===== src/rtl/core/rme_pkg.sv =====
`timescale 1ns / 1ps
// ----------------------------------------------------------------------------
// rme_pkg
// Types, constants and helpers shared by the rotation matrix to euler cells.
// ----------------------------------------------------------------------------
package rme_pkg;

    localparam int ELEM_W   = 32;      // matrix element width, Q2.30
    localparam int SQ_W     = 64;      // radicand width
    localparam int SQ_STEPS = 32;      // one result bit per sqrt cell
    localparam int SY_W     = 32;      // root width
    localparam int THR_W    = 31;
    localparam int XY_W     = 36;      // cordic vector width
    localparam int Z_W      = 34;      // binary angle accumulator width
    localparam int ANG_W    = 17;      // output angle width
    localparam int SCALE_W  = 18;
    localparam int PROD_W   = Z_W + SCALE_W;
    localparam int TABLE_N  = 32;

    localparam logic signed [ANG_W-1:0]   DEG_HALF    = 17'sd46080;
    localparam logic signed [ANG_W-1:0]   DEG_QUARTER = 17'sd23040;
    localparam logic signed [SCALE_W-1:0] DEG_SCALE   = 18'sd92160;
    localparam logic [THR_W-1:0]          THR_RESET   = 31'd1074;

    // atan(2^-i) with one full turn = 2^32
    localparam logic [31:0] ATAN_TURN [TABLE_N] = '{
        32'h20000000, 32'h12E4051E, 32'h09FB385B, 32'h051111D4, 32'h028B0D43,
        32'h0145D7E1, 32'h00A2F61E, 32'h00517C55, 32'h0028BE53, 32'h00145F2F,
        32'h000A2F98, 32'h000517CC, 32'h00028BE6, 32'h000145F3, 32'h0000A2FA,
        32'h0000517D, 32'h000028BE, 32'h0000145F, 32'h00000A30, 32'h00000518,
        32'h0000028C, 32'h00000146, 32'h000000A3, 32'h00000051, 32'h00000029,
        32'h00000014, 32'h0000000A, 32'h00000005, 32'h00000003, 32'h00000001,
        32'h00000001, 32'h00000000
    };

    typedef enum logic [2:0] {
        SP_NONE  = 3'd0,
        SP_ZERO  = 3'd1,
        SP_HALF  = 3'd2,
        SP_POS90 = 3'd3,
        SP_NEG90 = 3'd4
    } spec_t;

    typedef struct packed {
        logic signed [ELEM_W-1:0] r12;
        logic signed [ELEM_W-1:0] r11;
        logic signed [ELEM_W-1:0] r22;
        logic signed [ELEM_W-1:0] r21;
        logic signed [ELEM_W-1:0] r20;
        logic signed [ELEM_W-1:0] r10;
        logic signed [ELEM_W-1:0] r00;
    } mat_t;

    typedef struct packed {
        logic [SQ_W-1:0] n;
        logic [SQ_W-1:0] r;
        mat_t            mat;
    } sq_t;

    typedef struct packed {
        logic signed [XY_W-1:0] x;
        logic signed [XY_W-1:0] y;
        logic signed [Z_W-1:0]  z;
        spec_t                  spec;
    } vec_t;

    typedef struct packed {
        vec_t roll;
        vec_t pitch;
        vec_t yaw;
        logic lock;
    } cstate_t;

    // special cases and half-turn pre-rotation ahead of the cordic chain
    function automatic vec_t cordic_prep(logic signed [XY_W-1:0] y,
                                         logic signed [XY_W-1:0] x);
        vec_t v;
        v.x    = x;
        v.y    = y;
        v.z    = '0;
        v.spec = SP_NONE;
        if (y == '0) begin
            v.spec = (x < 0) ? SP_HALF : SP_ZERO;
        end else if (x == '0) begin
            v.spec = (y > 0) ? SP_POS90 : SP_NEG90;
        end
        if (x < 0) begin
            v.z = (y >= 0) ? Z_W'(64'sh80000000) : -Z_W'(64'sh80000000);
            v.x = -x;
            v.y = -y;
        end
        return v;
    endfunction

endpackage


===== src/rtl/core/rme_angle_out.sv =====
`timescale 1ns / 1ps
// ----------------------------------------------------------------------------
// rme_angle_out
// Scales binary angles to 1/256 degree, applies special cases, output register.
// ----------------------------------------------------------------------------
module rme_angle_out
    import rme_pkg::*;
(
    input  logic                    aclk,
    input  logic                    aresetn,
    input  logic                    en,
    input  logic                    in_valid,
    input  cstate_t                 in_data,
    output logic                    out_valid,
    output logic signed [ANG_W-1:0] roll_angle,
    output logic signed [ANG_W-1:0] pitch_angle,
    output logic signed [ANG_W-1:0] yaw_angle,
    output logic                    gimbal_lock
);

    logic                     mul_valid_reg;
    logic signed [PROD_W-1:0] prod_reg [3];
    spec_t                    spec_reg [3];
    logic                     lock_reg;

    logic                     out_valid_reg;
    logic signed [ANG_W-1:0]  ang_reg [3];
    logic                     out_lock_reg;

    function automatic logic signed [ANG_W-1:0] finish(logic signed [PROD_W-1:0] p,
                                                       spec_t s);
        logic signed [PROD_W:0]     sum;
        logic signed [PROD_W-32:0]  d;
        logic signed [ANG_W-1:0]    r;
        sum = {p[PROD_W-1], p} + (PROD_W+1)'(64'sh80000000);
        d   = sum[PROD_W:32];
        if (d > (PROD_W-31)'(DEG_HALF)) begin
            r = DEG_HALF;
        end else if (d < -(PROD_W-31)'(DEG_HALF)) begin
            r = -DEG_HALF;
        end else begin
            r = d[ANG_W-1:0];
        end
        case (s)
            SP_ZERO:  r = '0;
            SP_HALF:  r = DEG_HALF;
            SP_POS90: r = DEG_QUARTER;
            SP_NEG90: r = -DEG_QUARTER;
            default:  r = r;
        endcase
        return r;
    endfunction

    always_ff @(posedge aclk) begin
        if (!aresetn) begin
            mul_valid_reg <= 1'b0;
            out_valid_reg <= 1'b0;
        end else if (en) begin
            mul_valid_reg <= in_valid;
            out_valid_reg <= mul_valid_reg;
        end
    end

    always_ff @(posedge aclk) begin
        if (en) begin
            prod_reg[0]  <= PROD_W'(in_data.roll.z * DEG_SCALE);
            prod_reg[1]  <= PROD_W'(in_data.pitch.z * DEG_SCALE);
            prod_reg[2]  <= PROD_W'(in_data.yaw.z * DEG_SCALE);
            spec_reg[0]  <= in_data.roll.spec;
            spec_reg[1]  <= in_data.pitch.spec;
            spec_reg[2]  <= in_data.yaw.spec;
            lock_reg     <= in_data.lock;
            ang_reg[0]   <= finish(prod_reg[0], spec_reg[0]);
            ang_reg[1]   <= finish(prod_reg[1], spec_reg[1]);
            ang_reg[2]   <= finish(prod_reg[2], spec_reg[2]);
            out_lock_reg <= lock_reg;
        end
    end

    assign out_valid   = out_valid_reg;
    assign roll_angle  = ang_reg[0];
    assign pitch_angle = ang_reg[1];
    assign yaw_angle   = ang_reg[2];
    assign gimbal_lock = out_lock_reg;

endmodule


===== config.mk =====
export PLATFORM = sky130hd
export DESIGN_NAME = rme_angle_out
export DESIGN_NICKNAME = d
export VERILOG_FILES = /design/src/rtl/core/rme_pkg.sv /design/src/rtl/core/rme_angle_out.sv
export SDC_FILE = /design/constraint.sdc
export NUM_CORES = 1
export LEC_CHECK = 0
export BUFFER_PORTS_ARGS = -buffer_cell sky130_fd_sc_hd__buf_4
export CORE_MARGIN = 5
export CORE_UTILIZATION = 55
export CTS_CLUSTER_DIAMETER = 80
export DETAILED_ROUTE_END_ITERATION = 7
export PLACE_DENSITY = 0.85
export SYNTH_ARGS = -nofsm -noshare
export SYNTH_HDL_FRONTEND = slang
export SYNTH_SLANG_ARGS = --single-unit

===== constraint.sdc =====
create_clock -name aclk -period 7.3 [get_ports aclk]
set_input_delay 2.19 -clock aclk [delete_from_list [all_inputs] [get_ports aclk]]
set_output_delay 2.19 -clock aclk [all_outputs]
set_load 0.005 [all_outputs]

Yosys cells after proc, flatten, opt, wreduce, memory -nomap -nowiden --
Memory sizes are Yosys's and may differ from the RTL's. Index checks and enable logic that the tools add are counted.
Operators by class: $add $sub $neg 3, multiply operators 3, magnitude comparators 6, equal/unequal tests 12, multiplexer cells 14
Operators with widths (number):
- one-hot mux 17 bit (4 select lines) | 3
- adder 52 x 33 -> 53 bit, second input constant | 3
- two-way mux 17 bit | 9
- multiplier 34 x 7 -> 41 bit, second input constant | 3
- > comparator 21 x 17 -> 1 bit, second input constant | 3
- less-than comparator 21 x 17 -> 1 bit, second input constant | 3
- equality test 3 x 2 -> 1 bit, second input constant | 6
- equality test 3 x 1 -> 1 bit, second input constant | 3
- equality test 3 bit, second input constant | 3
- two-way mux 1 bit | 2
Storage, ports and cells: register bits 4, RAM bits 183, bits of input ports 332, output and inout bits 53, logic and storage cells 45, memories kept 3
Memory list:
- prod_reg | words 3, width 41, read ports 3, clocked after Yosys merged registers in 0, write ports 3, line rme_angle_out.sv:22 | logic signed [PROD_W-1:0] prod_reg [3];
- ang_reg | words 3, width 17, read ports 3, clocked after Yosys merged registers in 0, write ports 3, line rme_angle_out.sv:27 | logic signed [ANG_W-1:0] ang_reg [3];
- spec_reg | words 3, width 3, read ports 3, clocked after Yosys merged registers in 0, write ports 3, line rme_angle_out.sv:23 | spec_t spec_reg [3];

Logic depth before layout (Yosys ltp) --
An unclocked memory read counts as a cell.
depth after elaboration 7, gate-level depth with buffers 16

Worst setup path after synthesis --
No wires, ideal clock.
path type input port to flip-flop, start point input in_data[132] (netlist name), end point memory prod_reg[0][75] (netlist name) (data pin), arrival time 5933 ps, slack 1109 ps, cell stages on the path 16, path through ha_1 -> ha_1 -> fa_1 -> inv_1 -> fa_1 -> inv_1 -> ha_1 -> a21o_1 -> a21o_1 -> a21oi_1 -> o22ai_1 -> a41o_1 -> o41ai_1 -> o21bai_1 -> a21oi_1 -> xnor2_1
RTL lines:
- from (decl) | line rme_angle_out.sv:13 | input cstate_t in_data,
- to (decl) | line rme_angle_out.sv:22

==> results.cfg <==
[outcome]
status = finished clean

[worst_setup_path]
cp.arrival_ns = 6.55
cp-startpoint = in_data[132]
required_ns = 7.46
r2r_slack_ns = 3.72
endpoint_kind = flip-flop
r2r-end = ang_reg[0][12]
criticalPathCategory = input port to flip-flop
path_max_fanout = 5
endpoint = prod_reg[0][75]
r2r-start = prod_reg[0][20]
startpoint_type = input port
reg2reg_depth = 10

[detailed_routing]
drtPass1Iterations = 5
via_per_inst = 5.47
drc = 0
drtAntennaViolNets = 0
via_count = 13600
wirelength_mm = 37.4
drt_iter0_markers = 575
post_drt_wl_per_cell_um = 15.0

[sta]
rsz0062_at_grt = no
setup_ws_ns = 0.909
slew_viol_final = 0
tns_ns = 0
fmax_ghz = 0.156
finalClockSkew_ns = 0.0132
final.period_utilization = 0.875
tightestPinTransition_ns = 1.06
slew-limit-headroom = 0.294
fin_crit_ns = 6.39
hold_violations = 0
setup-violations-final = 0

[min_path]
hold_depth = 0
hp-class = flip-flop to flip-flop

[floorplanning]
row_count = 66
coreArea_um2 = 32700
die_h_um = 192
die-width_um = 192
ioPinCount = 385
initial_utilization = 0.559
dieArea_um2 = 37000

[logic_synthesis]
synth-edff-count = 125
ys_seq_area_frac = 0.207
synth_flop_cell = edfxtp_1
synth_area_leaders = ha_1 22%, fa_1 21%, edfxtp_1 21%
yosys.cell_types.count = 84
ys_seq_elements = 127
netlist_area_um2 = 18300
synth.avg_cell_area_um2 = 9.80
yosysTopAreaCellShare = 0.216
synth_fp_nets = 2703
synthArstFlopShare = 0
yosys.area.top_type = ha_1
yosysWarnings = 0
netlist_instances = 1866

[clock_network]
cts.clk_slew.worst_paths_ns = 0.07
cts_tree = yes
hold_buffers = 0
post-cts-setup-buffer-count = 0
clk-insertion-delay-late_ns = 0.42
htree_levels = 4
clockBufferDepth = 2
cts_resized = 0
numCtsBuffers = 17
cts_root_buf = clkbuf_16
cts.sinks = 127

[placement]
dp_hpwl_mm = 31.4
dp_slack_ns = 0.495
gp_congestion = 0.911
portBuffers = 168
placed_cells = 2451
dpl_cell_area_um2 = 20000

[power_and_ir_drop]
power.switching_mw = 2.53
power_density_nw_per_um2 = 280
seq_power_share = 0.260
switching_share = 0.439
p_leak_nw = 9.99
cell_internal_pwr_mw = 3.23
irDropWorstVdd_mv = 0.134
pwr-share-clk = 0.153
pwr-share-comb = 0.587

[global_routing]
grt_max_degree = 86
grt_overflow = 0
antenna_found_initial = 0
track_usage = 0.207
grt_pass1_wl_mm = 64.2
grt_pass1_vias = 14300

[finish]
area.growth.synth_to_final_pct = 12.7
fin_area_um2 = 20600
diodes = 0
layout_common_cells = 385 x inv_1, 316 x ha_1, 189 x fa_1
final_common_cell = inv_1
layout.cells.non_filler = 2483
multi_input_area_um2 = 12900
largest_reg_flops = 63
num-fill-cells = 2527
drive_gt1_frac = 0.114
nets = 2865
seq_area_um2 = 3790

[run]
drv_cap = 0
[area by class of cell]
cell class | instances | area share
Tap cell | 442 | 0.0268
Timing Repair Buffer | 171 | 0.0623
Clock inverter | 14 | 0.00826
Clock buffer | 18 | 0.0208
Multi-Input combinational cell | 1325 | 0.627
Sequential cell | 127 | 0.184
Inverter | 386 | 0.0703
[routing by layer]
layer | up-vias | global-route usage | wire length (µm) | part of all wire
met5 | - | 0 | 0 | 0
met4 | 0 | 0.0502 | 595 | 0.016
met3 | 59 | 0.0385 | 1910 | 0.051
met2 | 324 | 0.376 | 19400 | 0.52
met1 | 6516 | 0.254 | 15500 | 0.41
li1 | 6686 | - | - | -
[power by group through the flow]
stage | logic (mW) | registers, mW | clock network (mW)
after floorplan | 2.70 | 1.34 | 0
after global placement | 3.19 | 1.49 | 0
after detailed placement | 3.36 | 1.50 | 0
after CTS | 3.39 | 1.48 | 0.900
after global routing | 3.88 | 1.53 | 0.932
final | 3.38 | 1.50 | 0.882
[critical path, cell delays in order]
cell      delay, ns
buf_4          0.13
ha_1           0.29
ha_1           0.31
fa_1           0.54
inv_1          0.05
fa_1           0.50
inv_1          0.04
ha_1           0.35
a21o_1         0.20
a21o_1         0.19
a21oi_1        0.30
o22ai_1        0.14
a41o_1         0.27
o41ai_1        0.53
o21bai_1       0.18
a21oi_1        0.25
xnor2_1        0.09
[cell usage after synthesis (3+ instances only)]
cell,n
mux2_2,8
nor3b_1,3
o211ai_1,6
a2111oi_0,4
nor4_1,12
or3_1,6
a31o_2,3
nand2_1,73
a21o_1,22
nand3b_1,3
a211oi_1,12
o22ai_1,4
nor2b_1,17
o31ai_1,7
a211o_1,5
nand2b_1,13
nand4_1,25
nor3_1,27
o31a_1,3
xor2_1,42
nand3_1,44
and4_1,9
clkbuf_1,19
a21boi_0,4
o32ai_1,4
fa_1,189
o21a_1,15
a221o_1,3
edfxtp_1,125
nor3_2,4
o21bai_1,8
mux2i_1,4
o2111ai_1,8
a221oi_1,3
a21oi_1,78
xnor2_1,71
nor2_1,101
inv_1,385
ha_1,316
o41ai_1,3
and2_1,15
buf_2,6
a31oi_1,19
o21ai_0,72
and3_1,17
[logic make-up after synthesis]
group,after synthesis,synth area share
AOI/OAI and AO/OA,310,0.113
xor gates and xnor gates,114,0.0550
adders and majority gates,507,0.424
buffers and inverters,414,0.0859
DFF,127,0.207
muxes,12,0.00712
and+or+nand+nor,382,0.108
[through the flow]
stage,utilization,hold slack (ns),power (mW)
3_5_place_dp,0.612,0.415,4.86
4_1_cts,0.630,0.436,5.77
3_3_place_gp,0.612,0.405,4.68
2_1_floorplan,-,0.400,4.04
5_1_grt,0.630,0.436,6.35
6_report,0.630,0.432,5.76
[how the worst min path moves through the flow]
stage / from / to / slack, ns
floorplan: lock_reg / gimbal_lock / 0.40
global placement: lock_reg / gimbal_lock / 0.41
detailed placement: lock_reg / gimbal_lock / 0.41
CTS: lock_reg / gimbal_lock / 0.44
global route: lock_reg / gimbal_lock / 0.44
finish: lock_reg / gimbal_lock / 0.43
No activity file was read; power rests on OpenSTA's default activity.
