===== src/rtl/core/rme_pkg.sv =====
`timescale 1ns / 1ps
// ----------------------------------------------------------------------------
// rme_pkg
// Types, constants and helpers shared by the rotation matrix to euler cells.
// ----------------------------------------------------------------------------
package rme_pkg;

    localparam int ELEM_W   = 32;      // matrix element width, Q2.30
    localparam int SQ_W     = 64;      // radicand width
    localparam int SQ_STEPS = 32;      // one result bit per sqrt cell
    localparam int SY_W     = 32;      // root width
    localparam int THR_W    = 31;
    localparam int XY_W     = 36;      // cordic vector width
    localparam int Z_W      = 34;      // binary angle accumulator width
    localparam int ANG_W    = 17;      // output angle width
    localparam int SCALE_W  = 18;
    localparam int PROD_W   = Z_W + SCALE_W;
    localparam int TABLE_N  = 32;

    localparam logic signed [ANG_W-1:0]   DEG_HALF    = 17'sd46080;
    localparam logic signed [ANG_W-1:0]   DEG_QUARTER = 17'sd23040;
    localparam logic signed [SCALE_W-1:0] DEG_SCALE   = 18'sd92160;
    localparam logic [THR_W-1:0]          THR_RESET   = 31'd1074;

    // atan(2^-i) with one full turn = 2^32
    localparam logic [31:0] ATAN_TURN [TABLE_N] = '{
        32'h20000000, 32'h12E4051E, 32'h09FB385B, 32'h051111D4, 32'h028B0D43,
        32'h0145D7E1, 32'h00A2F61E, 32'h00517C55, 32'h0028BE53, 32'h00145F2F,
        32'h000A2F98, 32'h000517CC, 32'h00028BE6, 32'h000145F3, 32'h0000A2FA,
        32'h0000517D, 32'h000028BE, 32'h0000145F, 32'h00000A30, 32'h00000518,
        32'h0000028C, 32'h00000146, 32'h000000A3, 32'h00000051, 32'h00000029,
        32'h00000014, 32'h0000000A, 32'h00000005, 32'h00000003, 32'h00000001,
        32'h00000001, 32'h00000000
    };

    typedef enum logic [2:0] {
        SP_NONE  = 3'd0,
        SP_ZERO  = 3'd1,
        SP_HALF  = 3'd2,
        SP_POS90 = 3'd3,
        SP_NEG90 = 3'd4
    } spec_t;

    typedef struct packed {
        logic signed [ELEM_W-1:0] r12;
        logic signed [ELEM_W-1:0] r11;
        logic signed [ELEM_W-1:0] r22;
        logic signed [ELEM_W-1:0] r21;
        logic signed [ELEM_W-1:0] r20;
        logic signed [ELEM_W-1:0] r10;
        logic signed [ELEM_W-1:0] r00;
    } mat_t;

    typedef struct packed {
        logic [SQ_W-1:0] n;
        logic [SQ_W-1:0] r;
        mat_t            mat;
    } sq_t;

    typedef struct packed {
        logic signed [XY_W-1:0] x;
        logic signed [XY_W-1:0] y;
        logic signed [Z_W-1:0]  z;
        spec_t                  spec;
    } vec_t;

    typedef struct packed {
        vec_t roll;
        vec_t pitch;
        vec_t yaw;
        logic lock;
    } cstate_t;

    // special cases and half-turn pre-rotation ahead of the cordic chain
    function automatic vec_t cordic_prep(logic signed [XY_W-1:0] y,
                                         logic signed [XY_W-1:0] x);
        vec_t v;
        v.x    = x;
        v.y    = y;
        v.z    = '0;
        v.spec = SP_NONE;
        if (y == '0) begin
            v.spec = (x < 0) ? SP_HALF : SP_ZERO;
        end else if (x == '0) begin
            v.spec = (y > 0) ? SP_POS90 : SP_NEG90;
        end
        if (x < 0) begin
            v.z = (y >= 0) ? Z_W'(64'sh80000000) : -Z_W'(64'sh80000000);
            v.x = -x;
            v.y = -y;
        end
        return v;
    endfunction

endpackage


===== src/rtl/core/rme_sqrt_cell.sv =====
`timescale 1ns / 1ps
// ----------------------------------------------------------------------------
// rme_sqrt_cell
// One digit step of the integer square root, carrying the matrix alongside.
// ----------------------------------------------------------------------------
module rme_sqrt_cell
    import rme_pkg::*;
#(
    parameter int STEP = 0
) (
    input  logic aclk,
    input  logic aresetn,
    input  logic en,
    input  logic in_valid,
    input  sq_t  in_data,
    output logic out_valid,
    output sq_t  out_data
);

    localparam logic [SQ_W-1:0] BIT = SQ_W'(1) << (62 - 2 * STEP);

    logic        valid_reg;
    sq_t         data_reg;
    sq_t         data_next;
    logic [SQ_W:0] trial;

    always_comb begin
        trial     = {1'b0, in_data.r} + {1'b0, BIT};
        data_next = in_data;
        if ({1'b0, in_data.n} >= trial) begin
            data_next.n = in_data.n - trial[SQ_W-1:0];
            data_next.r = (in_data.r >> 1) + BIT;
        end else begin
            data_next.r = in_data.r >> 1;
        end
    end

    always_ff @(posedge aclk) begin
        if (!aresetn) begin
            valid_reg <= 1'b0;
        end else if (en) begin
            valid_reg <= in_valid;
        end
    end

    always_ff @(posedge aclk) begin
        if (en) begin
            data_reg <= data_next;
        end
    end

    assign out_valid = valid_reg;
    assign out_data  = data_reg;

endmodule


===== config.mk =====
export PLATFORM = sky130hd
export DESIGN_NAME = rme_sqrt_cell
export DESIGN_NICKNAME = d
export VERILOG_FILES = /design/src/rtl/core/rme_pkg.sv /design/src/rtl/core/rme_sqrt_cell.sv
export SDC_FILE = /design/constraint.sdc
export NUM_CORES = 1
export LEC_CHECK = 0
export ABC_AREA = 0
export BUFFER_PORTS_ARGS = -buffer_cell sky130_fd_sc_hd__buf_2
export CAP_MARGIN = 15
export CORE_AREA = 2 2 279 281
export CTS_CLUSTER_SIZE = 40
export DETAILED_ROUTE_END_ITERATION = 16
export DIE_AREA = 0 0 281 283
export GPL_TIMING_DRIVEN = 1
export HOLD_SLACK_MARGIN = 0.15
export PLACE_DENSITY = 0.47
export SYNTH_ARGS = -nofsm -noshare
export SYNTH_HDL_FRONTEND = slang
export SYNTH_SLANG_ARGS = --single-unit

===== constraint.sdc =====
create_clock -name aclk -period 5.1 [get_ports aclk]
set_input_delay 0.255 -clock aclk [delete_from_list [all_inputs] [get_ports aclk]]
set_output_delay 0.255 -clock aclk [all_outputs]
set_load 0.02 [all_outputs]

== After elaboration in Yosys (flattened, before gate mapping) ==
Index checks and enable logic that the tools add are counted.
Cells by class
  add/sub/neg operators: 3
  order comparisons: 1
  muxes and demuxes: 2
Operators by type and width (number)
  64-bit by 63-bit adder with 65-bit output, second input constant: 1
  64-bit by 65-bit greater-or-equal comparator with 1-bit output: 1
  63-bit by 63-bit adder with 64-bit output, second input constant: 1
  64-bit 2-to-1 mux: 1
  64-bit subtractor: 1
  63-bit 2-to-1 mux: 1
Word-level totals
  bits in registers: 353
  input bits: 356
  output and inout port bits: 353
  logic and storage cells: 17

== Logic depth before layout (Yosys ltp) ==
  depth in word-level cells: 3
  gate-level depth with buffers: 15
  depth with buffers taken out: 13

== Worst setup path before layout ==
No wires, ideal clock.
  path type: input -> register
  from: input in_data[288] in the netlist's numbering
  to: register data_reg (netlist bit out_data[346]), data pin
  setup time: 260 ps
  data arrival time: 2875 ps
  required time: 4840 ps
  slack: 1964 ps
  stages on the path: 13
  buffers on the path: 0
  path through: inv_1 > ha_1 > fa_1 > nor2b_1 > o2111ai_1 > a21oi_1 > o21ai_1 > a2111oi_2 > o2111ai_1 > a31oi_1 > a31oi_1 > xnor2_1 > mux2_4
RTL lines
  from (decl): line rme_sqrt_cell.sv:15  | input sq_t in_data,
  to (signal assigned): line rme_sqrt_cell.sv:48  | data_reg <= data_next;
  to (decl): line rme_sqrt_cell.sv:23  | sq_t data_reg;

==> metrics.md <==
| Metric | Value |
|---|---|
| Quantity of gates resized following cts | 0 |
| Seq/Total Area, Yosys | 66.9% |
| Number of hold-repair buffers added at the cts stage | 352 |
| Final worst setup slack | 0.765 ns |
| Number of fill cells | 7,674 |
| Last element of the critical path | out_data[346]$_DFFE_PP_ |
| Power per cell area | 340 nW/um^2 |
| Data arrival time at the worst-slack endpoint | 4.66 ns |
| Buffers inserted during post-CTS setup optimization | 0 |
| CTS sink cnt | 353 |
| Wire length of the first global-routing pass | 104 mm |
| Pre-CTS setup slack | 0.768 ns |
| Via-to-Cell Ratio | 4.17 |
| Global Route met3 Usage | 5.29% |
| Met2 Usage GRT | 33.9% |
| Power spent charging and discharging nets | 0.00256 W |
| List of cells traversed by the critical path | dlygate4sd3_1 -> buf_2 -> inv_1 -> ha_1 -> fa_1 -> nor2b_1 -> o2111ai_1 -> a21oi_1 -> o21ai_1 -> a2111oi_2 -> o2111ai_1 -> a31oi_1 -> a31oi_1 -> xnor2_1 -> mux2_4 |
| Final Critical Period | 4.33 ns |
| Peak Freq | 0.231 GHz |
| Die outline area | 79,500 um^2 |
| Global-route usage over all layers | 18.3% |
| Leakage dissipation | 10.9 nW |
| Top-level I/O count | 709 |
| Number of synthesis warnings | 0 |
| CTS max path bufs | 3 |
| Worst IR Drop VDD | 259 uV |
| Clock Root Buffer | sky130_fd_sc_hd__clkbuf_16 |
| Clock buffer count from CTS | 44 |
| Core Box Area | 76,700 um^2 |
| Cell count after synthesis | 1,070 |
| Total non-filler cell area in the finished layout | 25,400 um^2 |
| Sum of net half-perimeters after detailed placement | 60.1 mm |
| Overall overflow remaining after global route | 0 |
| Combinational share of power | 22.8% |
| Proportion of total power due to net switching | 29.6% |
| Area of the multi-input gates | 4660 um^2 |
| R2r setup slk | 3.94 ns |
| Post-synthesis net count | 1,492 |
| Initial antenna violation count | 33 |
| Power share of the clock group | 35.7% |
| Setup repair after global routing missed its margin | false |
| Worst r2r path cells | 3 |
| TNS Setup | 0 ns |
| Outcome | finished clean |
| Clk_lat worst skew | 0.58 ns |
| Dominant synthesized flop cell | sky130_fd_sc_hd__edfxtp_1 |
| Sum of internal, switching and leakage power | 0.00864 W |
| Most Used Layer, Global Route | met2 |
| Area overhead of the layout relative to synthesis | 60.7% |
| Post-synthesis register bit count | 353 |
| Pin count of the biggest net entering global routing | 109 |
| Number of placement rows | 102 |
| FF-to-FF End | out_valid$_SDFFE_PN0P_ |
| Cell area after placement | 20,500 um^2 |
| EDFF count, synth | 352 |
| Vias in the first global route | 14,300 |
| Class of the tightest hold or removal check | input pin to register |
| Total routed wirelength | 75.9 mm |
| RD Place Congestion | 0.882 |
| Fin Clk Skew | 0 ns |
| Final Hold Violating Endpoints | 0 |
| Share of total power in sequential cells | 41.5% |
| Max capacitance violation total | 0 |
| CP Max Fanout | 3 |
| Starting Density | 20.6% |
| Kind of capture point of the worst setup path | register |
| Die width | 281 um |
| Number of distinct library cells after synthesis | 62 |
| Tightest hold margin | 0.192 ns |
| Slowest stage cell on the critical path | sky130_fd_sc_hd__a2111oi_2 |
| Setup Crit Path Kind | input pin to register |
| Startpoint class of the critical path | input pin |
| Area occupied by registers | 10,600 um^2 |
| Initial drt markers | 648 |
| Synthesized cell area | 15,800 um^2 |
| Number of remaining DRC errors | 0 |
| Number of nets at the end of the flow | 2,564 |
| Launching element of the worst setup path | in_data[288] |
| Die outline height | 283 um |
| Source of the worst register-to-register timing path | out_valid$_SDFFE_PN0P_ |
| Per-instance average area after synthesis | 14.8 um^2 |
| Number of buffer cells added on primary ports | 708 |
| Cell internal power dissipation | 0.00608 W |
| Clock slew seen by the registers of the worst setup and hold paths | 0.06 ns |
| Slew at the pin with the worst max-slew slack | 0.871 ns |
| Fraction of final layout cells with drive strength greater than 1 | 39.3% |
| Required @ worst endpoint | 5.43 ns |
| Routed WL per cell | 23.5 um |
| Maximum cell stage delay along the critical path | 0.57 ns |
| H-tree lvl count | 2 |
| DRT Pass-1 Iters | 5 |
| Post-DRT Antenna Nets | 0 |
| Tightest slew margin relative to the limit | 41.4% |
| Vias after detailed routing | 13,500 |
| Met1 GRT Util | 19.5% |
| Share of flip-flops with an asynchronous set or reset | 0% |
| Fin. max-slew vios | 0 |
| Clock tree from TritonCTS | built |
| Share of the clock period used by the worst path | 85.0% |
| Setup-failing EPs final | 0 |
[how the worst min path moves through the flow]
stage | depth (start not counted) | slack, ns | to | startpoint
after CTS | 3 | 0.15 | out_data[288]$_DFFE_PP_ | in_data[224]
after global routing | 3 | 0.19 | out_data[288]$_DFFE_PP_ | in_data[224]
after floorplan | 0 | 0.35 | out_data[0]$_DFFE_PP_ | in_data[0]
after detailed placement | 1 | 0.43 | out_data[149]$_DFFE_PP_ | in_data[149]
after global placement | 1 | 0.43 | out_data[160]$_DFFE_PP_ | in_data[160]
final | 3 | 0.19 | out_data[288]$_DFFE_PP_ | in_data[224]
[sequential cells by signal (all words and copies together) (netlist names)]
name,flops
out_valid,1
out_data,352
[power by group through the flow]
stage               Clock, W  Sequential [W]  Combinational, W
floorplan                  0         0.00398          0.000661
global placement           0         0.00364           0.00175
detailed placement         0         0.00364           0.00175
CTS                  0.00321         0.00359           0.00200
global route         0.00328         0.00361           0.00210
finish               0.00308         0.00359           0.00197
[metrics by stage]
step,cells,util [%]
after floorplan,1070,-
after global placement,2784,26.7
after detailed placement,2784,26.7
after CTS,3213,33.1
after global routing,3218,33.1
final,3228,33.2
[metal layers]
layer / share of wire [%] / vias up
li1: - / 6220
met1: 37 / 6567
met2: 52 / 531
met3: 7.2 / 112
met4: 3.8 / 32
met5: 0.27 / -
[synth_stat cells (all sizes together) (2+ instances only)]
cell | instances | area share, %
edfxtp | 352 | 67
a21oi | 85 | 2.8
inv | 80 | 1.9
ha | 65 | 5.1
mux2 | 58 | 5.5
nand2 | 50 | 1.2
o21ai | 44 | 1.5
xnor2 | 41 | 2.3
nor2 | 40 | 0.95
a21o | 33 | 1.6
nand4 | 25 | 0.99
clkbuf | 21 | 0.50
xor2 | 20 | 1.1
buf | 18 | 1.3
a31oi | 15 | 0.59
nand3 | 13 | 0.41
nor3 | 13 | 0.41
o21bai | 12 | 0.59
a211oi | 9 | 0.43
nand2b | 6 | 0.24
o21a | 6 | 0.28
and3 | 5 | 0.20
nor2b | 5 | 0.20
a31o | 4 | 0.28
and2 | 4 | 0.16
mux2i | 4 | 0.25
or3 | 4 | 0.16
a2111oi | 3 | 0.25
nor4 | 3 | 0.12
o2111ai | 3 | 0.17
o31ai | 3 | 0.14
or2 | 3 | 0.12
a211o | 2 | 0.11
a21boi | 2 | 0.095
a41o | 2 | 0.13
o211ai | 2 | 0.095
o31a | 2 | 0.11
[cell type report]
cell class | count | share of cell area, %
tap | 1040 | 5.12
sequential | 353 | 41.6
clock inverter | 26 | 0.964
inverter | 80 | 1.18
antenna | 15 | 0.148
timing repair buffer | 1065 | 28.1
clock buffer | 51 | 4.52
multi-input combinational | 598 | 18.3
[worst max-delay path, delay by kind of cell]
kind | cells | cell delay, ns
compound gates | 7 | 2.44
fa+ha+maj | 2 | 0.62
mux | 1 | 0.27
simple gates | 1 | 0.18
buf+inv | 3 | 0.68
xor+xnor | 1 | 0.20
[cells in the final DEF, fill, tap and decap left out, types with 5 or more instances in the layout]
master | Yosys | final
sky130_fd_sc_hd__nor3_1 | 13 | 13
sky130_fd_sc_hd__nor2_1 | 40 | 40
sky130_fd_sc_hd__a21oi_1 | 80 | 80
sky130_fd_sc_hd__o21ai_0 | 34 | 34
sky130_fd_sc_hd__clkbuf_16 | 0 | 45
sky130_fd_sc_hd__o21ai_1 | 6 | 6
sky130_fd_sc_hd__xor2_1 | 20 | 20
sky130_fd_sc_hd__nand2b_1 | 6 | 6
sky130_fd_sc_hd__ha_1 | 65 | 65
sky130_fd_sc_hd__diode_2 | 0 | 15
sky130_fd_sc_hd__edfxtp_1 | 352 | 352
sky130_fd_sc_hd__xnor2_1 | 41 | 41
sky130_fd_sc_hd__nand2_1 | 50 | 50
sky130_fd_sc_hd__inv_1 | 80 | 80
sky130_fd_sc_hd__buf_2 | 10 | 707
sky130_fd_sc_hd__nand3_1 | 13 | 13
sky130_fd_sc_hd__clkinv_2 | 0 | 8
sky130_fd_sc_hd__a31oi_1 | 15 | 15
sky130_fd_sc_hd__clkbuf_1 | 21 | 6
sky130_fd_sc_hd__o21bai_1 | 11 | 11
sky130_fd_sc_hd__nand4_1 | 25 | 25
sky130_fd_sc_hd__a211oi_1 | 9 | 9
sky130_fd_sc_hd__nor2b_1 | 5 | 5
sky130_fd_sc_hd__dlygate4sd3_1 | 0 | 352
sky130_fd_sc_hd__o21a_1 | 6 | 6
sky130_fd_sc_hd__a21o_1 | 32 | 32
sky130_fd_sc_hd__clkinv_1 | 0 | 8
sky130_fd_sc_hd__mux2_4 | 56 | 56
sky130_fd_sc_hd__a21oi_2 | 5 | 5
sky130_fd_sc_hd__and3_1 | 5 | 5
[logic make-up after synthesis]
logic type	after synthesis	share of synthesized area, %
flip-flops	353	66.9
AO/OA/AOI/OAI	235	9.72
AND/OR/NAND/NOR	174	5.36
buffers and inverters	119	3.67
adder cells (fa/ha/maj)	66	5.26
multiplexers	62	5.71
XOR/XNOR	61	3.38
(Power assumes the default switching activity.)
