==> src/rtl/core/rme_pkg.sv <==
`timescale 1ns / 1ps
// ----------------------------------------------------------------------------
// rme_pkg
// Types, constants and helpers shared by the rotation matrix to euler cells.
// ----------------------------------------------------------------------------
package rme_pkg;

    localparam int ELEM_W   = 32;      // matrix element width, Q2.30
    localparam int SQ_W     = 64;      // radicand width
    localparam int SQ_STEPS = 32;      // one result bit per sqrt cell
    localparam int SY_W     = 32;      // root width
    localparam int THR_W    = 31;
    localparam int XY_W     = 36;      // cordic vector width
    localparam int Z_W      = 34;      // binary angle accumulator width
    localparam int ANG_W    = 17;      // output angle width
    localparam int SCALE_W  = 18;
    localparam int PROD_W   = Z_W + SCALE_W;
    localparam int TABLE_N  = 32;

    localparam logic signed [ANG_W-1:0]   DEG_HALF    = 17'sd46080;
    localparam logic signed [ANG_W-1:0]   DEG_QUARTER = 17'sd23040;
    localparam logic signed [SCALE_W-1:0] DEG_SCALE   = 18'sd92160;
    localparam logic [THR_W-1:0]          THR_RESET   = 31'd1074;

    // atan(2^-i) with one full turn = 2^32
    localparam logic [31:0] ATAN_TURN [TABLE_N] = '{
        32'h20000000, 32'h12E4051E, 32'h09FB385B, 32'h051111D4, 32'h028B0D43,
        32'h0145D7E1, 32'h00A2F61E, 32'h00517C55, 32'h0028BE53, 32'h00145F2F,
        32'h000A2F98, 32'h000517CC, 32'h00028BE6, 32'h000145F3, 32'h0000A2FA,
        32'h0000517D, 32'h000028BE, 32'h0000145F, 32'h00000A30, 32'h00000518,
        32'h0000028C, 32'h00000146, 32'h000000A3, 32'h00000051, 32'h00000029,
        32'h00000014, 32'h0000000A, 32'h00000005, 32'h00000003, 32'h00000001,
        32'h00000001, 32'h00000000
    };

    typedef enum logic [2:0] {
        SP_NONE  = 3'd0,
        SP_ZERO  = 3'd1,
        SP_HALF  = 3'd2,
        SP_POS90 = 3'd3,
        SP_NEG90 = 3'd4
    } spec_t;

    typedef struct packed {
        logic signed [ELEM_W-1:0] r12;
        logic signed [ELEM_W-1:0] r11;
        logic signed [ELEM_W-1:0] r22;
        logic signed [ELEM_W-1:0] r21;
        logic signed [ELEM_W-1:0] r20;
        logic signed [ELEM_W-1:0] r10;
        logic signed [ELEM_W-1:0] r00;
    } mat_t;

    typedef struct packed {
        logic [SQ_W-1:0] n;
        logic [SQ_W-1:0] r;
        mat_t            mat;
    } sq_t;

    typedef struct packed {
        logic signed [XY_W-1:0] x;
        logic signed [XY_W-1:0] y;
        logic signed [Z_W-1:0]  z;
        spec_t                  spec;
    } vec_t;

    typedef struct packed {
        vec_t roll;
        vec_t pitch;
        vec_t yaw;
        logic lock;
    } cstate_t;

    // special cases and half-turn pre-rotation ahead of the cordic chain
    function automatic vec_t cordic_prep(logic signed [XY_W-1:0] y,
                                         logic signed [XY_W-1:0] x);
        vec_t v;
        v.x    = x;
        v.y    = y;
        v.z    = '0;
        v.spec = SP_NONE;
        if (y == '0) begin
            v.spec = (x < 0) ? SP_HALF : SP_ZERO;
        end else if (x == '0) begin
            v.spec = (y > 0) ? SP_POS90 : SP_NEG90;
        end
        if (x < 0) begin
            v.z = (y >= 0) ? Z_W'(64'sh80000000) : -Z_W'(64'sh80000000);
            v.x = -x;
            v.y = -y;
        end
        return v;
    endfunction

endpackage

==> src/rtl/core/rme_cordic_cell.sv <==
`timescale 1ns / 1ps
// ----------------------------------------------------------------------------
// rme_cordic_cell
// One vectoring cordic iteration applied to the roll, pitch and yaw vectors.
// ----------------------------------------------------------------------------
module rme_cordic_cell
    import rme_pkg::*;
#(
    parameter int STAGE = 0
) (
    input  logic    aclk,
    input  logic    aresetn,
    input  logic    en,
    input  logic    in_valid,
    input  cstate_t in_data,
    output logic    out_valid,
    output cstate_t out_data
);

    localparam logic signed [Z_W-1:0] ANG = Z_W'(ATAN_TURN[STAGE]);

    logic    valid_reg;
    cstate_t data_reg;
    cstate_t data_next;

    function automatic vec_t step(vec_t v);
        vec_t o;
        o = v;
        if (v.y >= 0) begin
            o.x = v.x + (v.y >>> STAGE);
            o.y = v.y - (v.x >>> STAGE);
            o.z = v.z + ANG;
        end else begin
            o.x = v.x - (v.y >>> STAGE);
            o.y = v.y + (v.x >>> STAGE);
            o.z = v.z - ANG;
        end
        return o;
    endfunction

    always_comb begin
        data_next       = in_data;
        data_next.roll  = step(in_data.roll);
        data_next.pitch = step(in_data.pitch);
        data_next.yaw   = step(in_data.yaw);
    end

    always_ff @(posedge aclk) begin
        if (!aresetn) begin
            valid_reg <= 1'b0;
        end else if (en) begin
            valid_reg <= in_valid;
        end
    end

    always_ff @(posedge aclk) begin
        if (en) begin
            data_reg <= data_next;
        end
    end

    assign out_valid = valid_reg;
    assign out_data  = data_reg;

endmodule

==> config.mk <==
export PLATFORM = sky130hd
export DESIGN_NAME = rme_cordic_cell
export DESIGN_NICKNAME = d
export VERILOG_FILES = /design/src/rtl/core/rme_pkg.sv /design/src/rtl/core/rme_cordic_cell.sv
export SDC_FILE = /design/constraint.sdc
export NUM_CORES = 1
export LEC_CHECK = 0
export ABC_CLOCK_PERIOD_IN_PS = 4300
export BUFFER_PORTS_ARGS = -buffer_cell sky130_fd_sc_hd__buf_2
export CORE_MARGIN = 4
export CORE_UTILIZATION = 43
export DETAILED_ROUTE_END_ITERATION = 10
export GPL_TIMING_DRIVEN = 0
export PLACE_DENSITY = 0.74
export SLEW_MARGIN = 30
export SYNTH_ARGS = -nofsm -noshare
export SYNTH_HDL_FRONTEND = slang
export SYNTH_SLANG_ARGS = --single-unit
export TNS_END_PERCENT = 30
==> constraint.sdc <==
create_clock -name aclk -period 4.3 [get_ports aclk]
set_input_delay 0.645 -clock aclk [delete_from_list [all_inputs] [get_ports aclk]]
set_output_delay 0.645 -clock aclk [all_outputs]
set_load 0.005 [all_outputs]
; Word level (Yosys, flattened, before mapping)
; Index checks and enable logic that the tools add are counted.
; Widths: inputs -> output; s select.
[totals]
reg_bits = 329
out_inout_bits = 329
[op_classes]
order_cmp = 3
n_mux = 3
n_addsub = 15
[op_table]
columns = operator, count
row1 = $mux 106, 3
row2 = $sub 36x36->36, 6
row3 = $add 36x36->36, 3
row4 = $ge 36x1->1 const B, 3
row5 = $add 34x31->34 const B, 3
row6 = $sub 34x31->34 const B, 3

; Longest topological paths before layout
; Gate-level depths: netlist (run 1).
[depth]
word_depth = 2
ltp_mapped = 14
ltp_nobuf = 13

; Worst setup path after synthesis (run 1)
; No wires, ideal clock.
[synth_path]
kind = input-to-reg
start = input in_data[38] (netlist name)
end = register data_reg, in the netlist out_data[108], data pin
arrival_time_ns = 3.082
required_time_ns = 4.035
path_slack_ns = 0.953
n_path_buf = 0
stages = 12
path_cell_list = ha_1 fa_1 nor2b_1 o21ai_1 a211o_1 a21oi_1 a211oi_1 o31ai_4 a21oi_1 a211oi_2 o31a_1 xnor2_1
[synth_lines]
columns = item, line
row1 = start: declaration, rme_cordic_cell.sv:15  ; input cstate_t in_data,
row2 = end signal: assignment, rme_cordic_cell.sv:58  ; data_reg <= data_next;
row3 = end: declaration, rme_cordic_cell.sv:23  ; cstate_t data_reg;

==> run_results.csv, run 1 <==
group,metric,value,unit
status,status,"completed",
critical_path,critPathTopFamily,"compound AO/OA/AOI/OAI gates",
cts,htree_levels,2,
route,drtIter0Drc,3151,
synth,ys_top_cells_by_area,"edfxtp_1, ha_1, a21oi_1",
critical_path,crit_buf_inv,2,
floorplanning,io_pins,661,
grt,gr-max-usage-layer,"met2",
placement,place_congestion,0.999,
synth,synth.most_common_cell,"a21oi_1",
synth,synth_seq_cells,326,
timing,slew_violations,0,
cts,cts_buffers,40,
synth,async_flop_share,0,%
synth,yosys.area.top_type_share,34.4,%
final_layout,drive_gt1_share,21.0,%
power,ir_drop,331,uV
critical_path,path_depth,13,
floorplanning,die_x,265,um
critical_path,max_stage_delay,0.56,ns
critical_path,r2r-start,"out_valid$_SDFFE_PN0P_",
final_layout,finish.utilization,52.8,%
hold_path,hp-class,"in -> reg",
critical_path,startpoint,"in_data[39]",
floorplanning,start_util,43.7,%
flow_run,max_cap_viol_count,0,
timing,slew_headroom,30.8,%
synth,synth_cell_type_count,91,
timing,rsz0062_at_grt,"false",
critical_path,reg2reg_slack,3.69,ns
cts,cts_tree,"done",
grt,grt_use_total,30.0,%
power,p_per_area,342,nW/um^2
grt,use_met1,39.3,%
route,wirelength,112000,um
floorplanning,dieHeight,265,um
timing,fin_tns_setup,0,ns
timing,period_share,95.9,%
timing,setup_viol,0,
critical_path,r2r-end,"out_valid$_SDFFE_PN0P_",
synth,syn_area_per_cell,8.97,um^2
timing,worst_pin_slew,1.04,ns
final_layout,nets,4534,
final_layout,nFillCells,6136,
cts,clock_latency,0.56,ns
power,leakagePower,15.4,nW
cts,cts.sinks,326,
timing,hold_viol,0,
cts,cts_resized,0,
cts,cts_root_buf,"clkbuf_16",
cts,postCtsSetupBuffers,0,
floorplanning,row_count,93,
critical_path,critPathKind,"in -> reg",
synth,synth_top_area_cell,"edfxtp_1",
synth,synthTopCellsByCount,"a21oi_1, inv_1, edfxtp_1",
critical_path,reg2reg_depth,2,
synth,synth_edf_count,325,
cts,cts.hold.buffers_added,0,
critical_path,required,4.60,ns
route,first_pass_iters,6,
grt,grt_pass1_vias,26600,
timing,max_freq,0.242,GHz
route,viasPerCell,5.86,
final_layout,fin_area,34300,um^2
grt,grt_use_met3,5.95,%
timing,min_period,4.13,ns
floorplanning,core,64900,um^2
power,p_total,0.0117,W
timing,fin_ws,0.175,ns
synth,synthFlopType,"edfxtp_1",
synth,yosys_warnings,0,
synth,netlist_instances,3163,
critical_path,cp_max_fo,6,
grt,grt_pass1_wl,164000,um
critical_path,crit_chain,"buf_2 > inv_1 > ha_1 > nor2b_1 > o311ai_1 > a211oi_1 > o41ai_2 > o21ai_1 > o31a_1 > a211oi_1 > nor4_1 > o221ai_1 > xnor2_1",
synth,syn_area,28400,um^2
timing,fin_skew,0,ns
critical_path,cp_slowest_cell,"a211oi_1",
route,drc_errors,0,
placement,placed_cell_area,32900,um^2
critical_path,endpoint_kind,"flip-flop",
cts,clock_tree.buffer_depth,3,
placement,hpwl,90900,um
placement,post-place-ws,-0.165,ns
final_layout,syn_to_final_growth,20.8,%
synth,syn_nets,3831,
floorplanning,dieArea,70200,um^2
grt,grt_max_degree,84,
cts,path_clk_slew,0.06,ns
final_layout,regArea,9780,um^2
critical_path,arrival,4.42,ns
grt,antenna_found_initial,29,
route,vias,28000,
critical_path,cp-endpoint,"out_data[109]$_DFFE_PP_",
synth,synth_seq_area_share,34.5,%
grt,grt_use_met2,49.5,%
route,wire_per_inst,23.5,um
critical_path,start_kind,"primary input",
route,ant_nets,0,
grt,gr-total-overflow,0,
critical_path,critical_path.most_common_cell,"a211oi_1",
placement,io_buffers,657,
final_layout,multiInputGateArea,16700,um^2
[per-stage QoR]
step	std cells	hold slack [ns]
finish	4774	0.238
global route	4768	0.207
CTS	4751	0.199
detailed placement	4679	0.543
global placement	4675	0.506
floorplan	3163	0.507
[flip-flops by register name, summed over array words and instances (netlist names)]
register	cells
out_data	325
out_valid	1
[per-layer routing]
| layer | routed length (um) | part of all wire [%] |
|---|---|---|
| met5 | 50 | 0.045 |
| met4 | 4140 | 3.7 |
| met3 | 10800 | 9.6 |
| met2 | 52200 | 47 |
| met1 | 45000 | 40 |
[worst min path at each step]
stage	from	endpoint	slack (ns)	cells past startpoint
3_3_place_gp	out_valid$_SDFFE_PN0P_	out_valid$_SDFFE_PN0P_	0.51	2
3_5_place_dp	out_valid$_SDFFE_PN0P_	out_valid$_SDFFE_PN0P_	0.54	2
4_1_cts	in_data[246]	out_data[246]$_DFFE_PP_	0.20	1
5_1_grt	in_data[246]	out_data[246]$_DFFE_PP_	0.21	1
2_1_floorplan	out_valid$_SDFFE_PN0P_	out_valid$_SDFFE_PN0P_	0.51	2
6_report	in_data[14]	out_data[14]$_DFFE_PP_	0.24	1
[cell usage in the layout (no fill, tap or decap), drive strengths merged, types with 54 or more instances in the layout]
cell    Yosys  routed
clkbuf     80     130
mux2i      61      61
nor2      239     239
buf        67     728
a21o       72      72
a21oi     396     396
o21bai     69      69
o21ai     220     220
inv       341     346
edfxtp    325     325
nor3       54      54
nand2     150     150
ha        324     324
xnor2     186     186
[power breakdown]
part           leakage (nW)  total (W)  internal [W]  switching [W]
registers              3.19    0.00425       0.00410       0.000147
logic                  11.5    0.00397       0.00148        0.00249
clock network         0.657    0.00352       0.00209        0.00143
[area by class of cell]
cell class                      instances  share of cell area [%]
Clock buffer                           50                    3.12
Sequential cell                       326                    28.5
Multi-Input combinational cell       2342                    48.7
Tap cell                              855                    3.12
Clock inverter                         22                   0.839
Antenna cell                           23                   0.168
Timing Repair Buffer                  661                    9.94
Inverter                              348                    3.81
Buffer                                147                    1.77
[cells by family (layout without fill, tap and decap cells)]
| logic type | after synthesis | after routing | share of synthesized area (%) |
|---|---|---|---|
| AOI/OAI and AO/OA | 1061 | 1061 | 23.8 |
| xor gates and xnor gates | 214 | 214 | 6.60 |
| adders and majority gates | 336 | 336 | 15.1 |
| buffers and inverters | 495 | 1228 | 6.73 |
| DFF | 326 | 326 | 34.5 |
| muxes | 61 | 61 | 2.15 |
| other | 0 | 23 | 0 |
| and+or+nand+nor | 670 | 670 | 11.1 |
(Power assumes the default switching activity.)
==> run 2: changes to the inputs <==
- CELL_PAD_IN_SITES_DETAIL_PLACEMENT: unset -> 1
- CELL_PAD_IN_SITES_GLOBAL_PLACEMENT: unset -> 2
- CORE_UTILIZATION: 43 -> 33
- PLACE_DENSITY: 0.74 -> 0.9
==> run 2 against run 1 <==
Against the previous run:
- maximum frequency up 1.7%
- combinational power grew 3%
- first-iteration DRC count shrank 27%
- cell count rose by 6.0%
==> run_results.csv, run 2 (synthesized netlist as in run 1, its figures left out) <==
group,metric,value,unit
placement,hpwl,100000,um
timing,setup_viol,0,
cts,postCtsSetupBuffers,0,
final_layout,drive_gt1_share,21.1,%
grt,grt_pass1_wl,179000,um
critical_path,max_stage_delay,0.65,ns
timing,fin_skew,0,ns
timing,slew_violations,0,
final_layout,final_common_cell,"buf_2",
power,p_per_area,347,nW/um^2
cts,cts_buffers,42,
critical_path,critPathKind,"in -> reg",
timing,period_share,94.4,%
timing,fin_tns_setup,0,ns
floorplanning,dieHeight,301,um
floorplanning,dieArea,90800,um^2
critical_path,endpoint_kind,"flip-flop",
placement,io_buffers,657,
route,vias,27700,
cts,path_clk_slew,0.06,ns
critical_path,required,4.67,ns
grt,grt_use_total,25.8,%
cts,cts_root_buf,"clkbuf_16",
route,ant_nets,0,
timing,min_period,4.06,ns
grt,gr-total-overflow,0,
route,viasPerCell,5.48,
power,leakagePower,15.4,nW
route,wirelength,122000,um
critical_path,arrival,4.43,ns
cts,cts_tree,"done",
cts,htree_levels,2,
cts,cts.sinks,326,
route,drc_errors,0,
route,drtIter0Drc,2305,
status,status,"completed",
route,first_pass_iters,5,
grt,antenna_found_initial,28,
critical_path,crit_chain,"buf_2 > inv_1 > ha_1 > nor2b_1 > o311ai_1 > a211oi_1 > o41ai_2 > o21ai_1 > o41a_1 > a21oi_1 > o41ai_1 > a22oi_1 > xnor2_1",
floorplanning,io_pins,661,
timing,hold_viol,0,
hold_path,hp-class,"in -> reg",
flow_run,max_cap_viol_count,0,
final_layout,final_cell_mix,"buf_2, a21oi_1, inv_1",
critical_path,start_kind,"primary input",
critical_path,crit_buf_inv,2,
cts,cts_resized,0,
grt,grt_max_degree,92,
floorplanning,core,85300,um^2
final_layout,nFillCells,10300,
floorplanning,row_count,107,
grt,grt_pass1_vias,28500,
power,ir_drop,379,uV
placement,post-place-ws,-0.235,ns
placement,place_congestion,0.946,
critical_path,cp_max_fo,6,
timing,slew_headroom,28.2,%
cts,clock_tree.buffer_depth,3,
final_layout,syn_to_final_growth,22.3,%
final_layout,finish.utilization,40.7,%
critical_path,critPathTopFamily,"compound AO/OA/AOI/OAI gates",
timing,rsz0062_at_grt,"false",
timing,worst_pin_slew,1.08,ns
floorplanning,start_util,33.3,%
cts,clock_latency,0.58,ns
floorplanning,die_x,301,um
final_layout,largest_reg_flops,325,
cts,cts.hold.buffers_added,0,
timing,max_freq,0.246,GHz
final_layout,nets,4535,
timing,fin_ws,0.243,ns
critical_path,cp_slowest_cell,"o21ai_1",
route,wire_per_inst,24.2,um
[run 2: cell types whose count changed in the layout (fill, tap and decap cells not counted), moves of 3 or more]
cell       before  now
clkbuf_1       86   80
clkbuf_16      40   45
clkinv_2        5   10
diode_2        23   18
clkinv_1        9   13
clkbuf_8        3    0
[run 2: where the power goes]
part           switching [W]  total (W)  internal, W
clock                0.00151    0.00377      0.00226
sequential          0.000125    0.00423      0.00410
combinational        0.00259    0.00407      0.00148
[run 2: layer usage]
metal	global-route usage [%]	up-vias	share of wire, %
met5	0	-	0.067
met4	10.4	12	4.0
met3	5.21	231	7.6
met2	44.5	1160	48
met1	31.5	13600	40
li1	-	12800	-
[run 2: final timing paths]
path	from	endpoint	slack, ns	cells past startpoint
setup / recovery	in_data[39]	out_data[107]$_DFFE_PP_	0.24	13
hold / removal	in_data[29]	out_data[29]$_DFFE_PP_	0.22	1
setup reg to reg	out_valid$_SDFFE_PN0P_	out_valid$_SDFFE_PN0P_	3.71	2
hold reg to reg	out_valid$_SDFFE_PN0P_	out_valid$_SDFFE_PN0P_	0.53	2
[run 2: area by class of cell]
type / instances / area, um^2 / area share, %
Multi-Input combinational cell: 2342 / 16700 / 48.1
Sequential cell: 326 / 9780 / 28.2
Timing Repair Buffer: 660 / 3380 / 9.74
Tap cell: 1144 / 1430 / 4.12
Inverter: 348 / 1310 / 3.76
Clock buffer: 46 / 1130 / 3.26
Buffer: 147 / 608 / 1.75
Clock inverter: 30 / 322 / 0.926
Antenna cell: 18 / 45.0 / 0.130
[run 2: through the flow]
| step | total power [W] | hold WS [ns] | instances | instance area [um^2] |
|---|---|---|---|---|
| after floorplan | 0.00650 | 0.507 | 3163 | 28400 |
| after global placement | 0.00824 | 0.499 | 4964 | 33100 |
| after detailed placement | 0.00829 | 0.520 | 4967 | 33200 |
| after CTS | 0.0121 | 0.169 | 5043 | 34700 |
| after global routing | 0.0127 | 0.185 | 5054 | 34700 |
| final | 0.0121 | 0.220 | 5061 | 34700 |
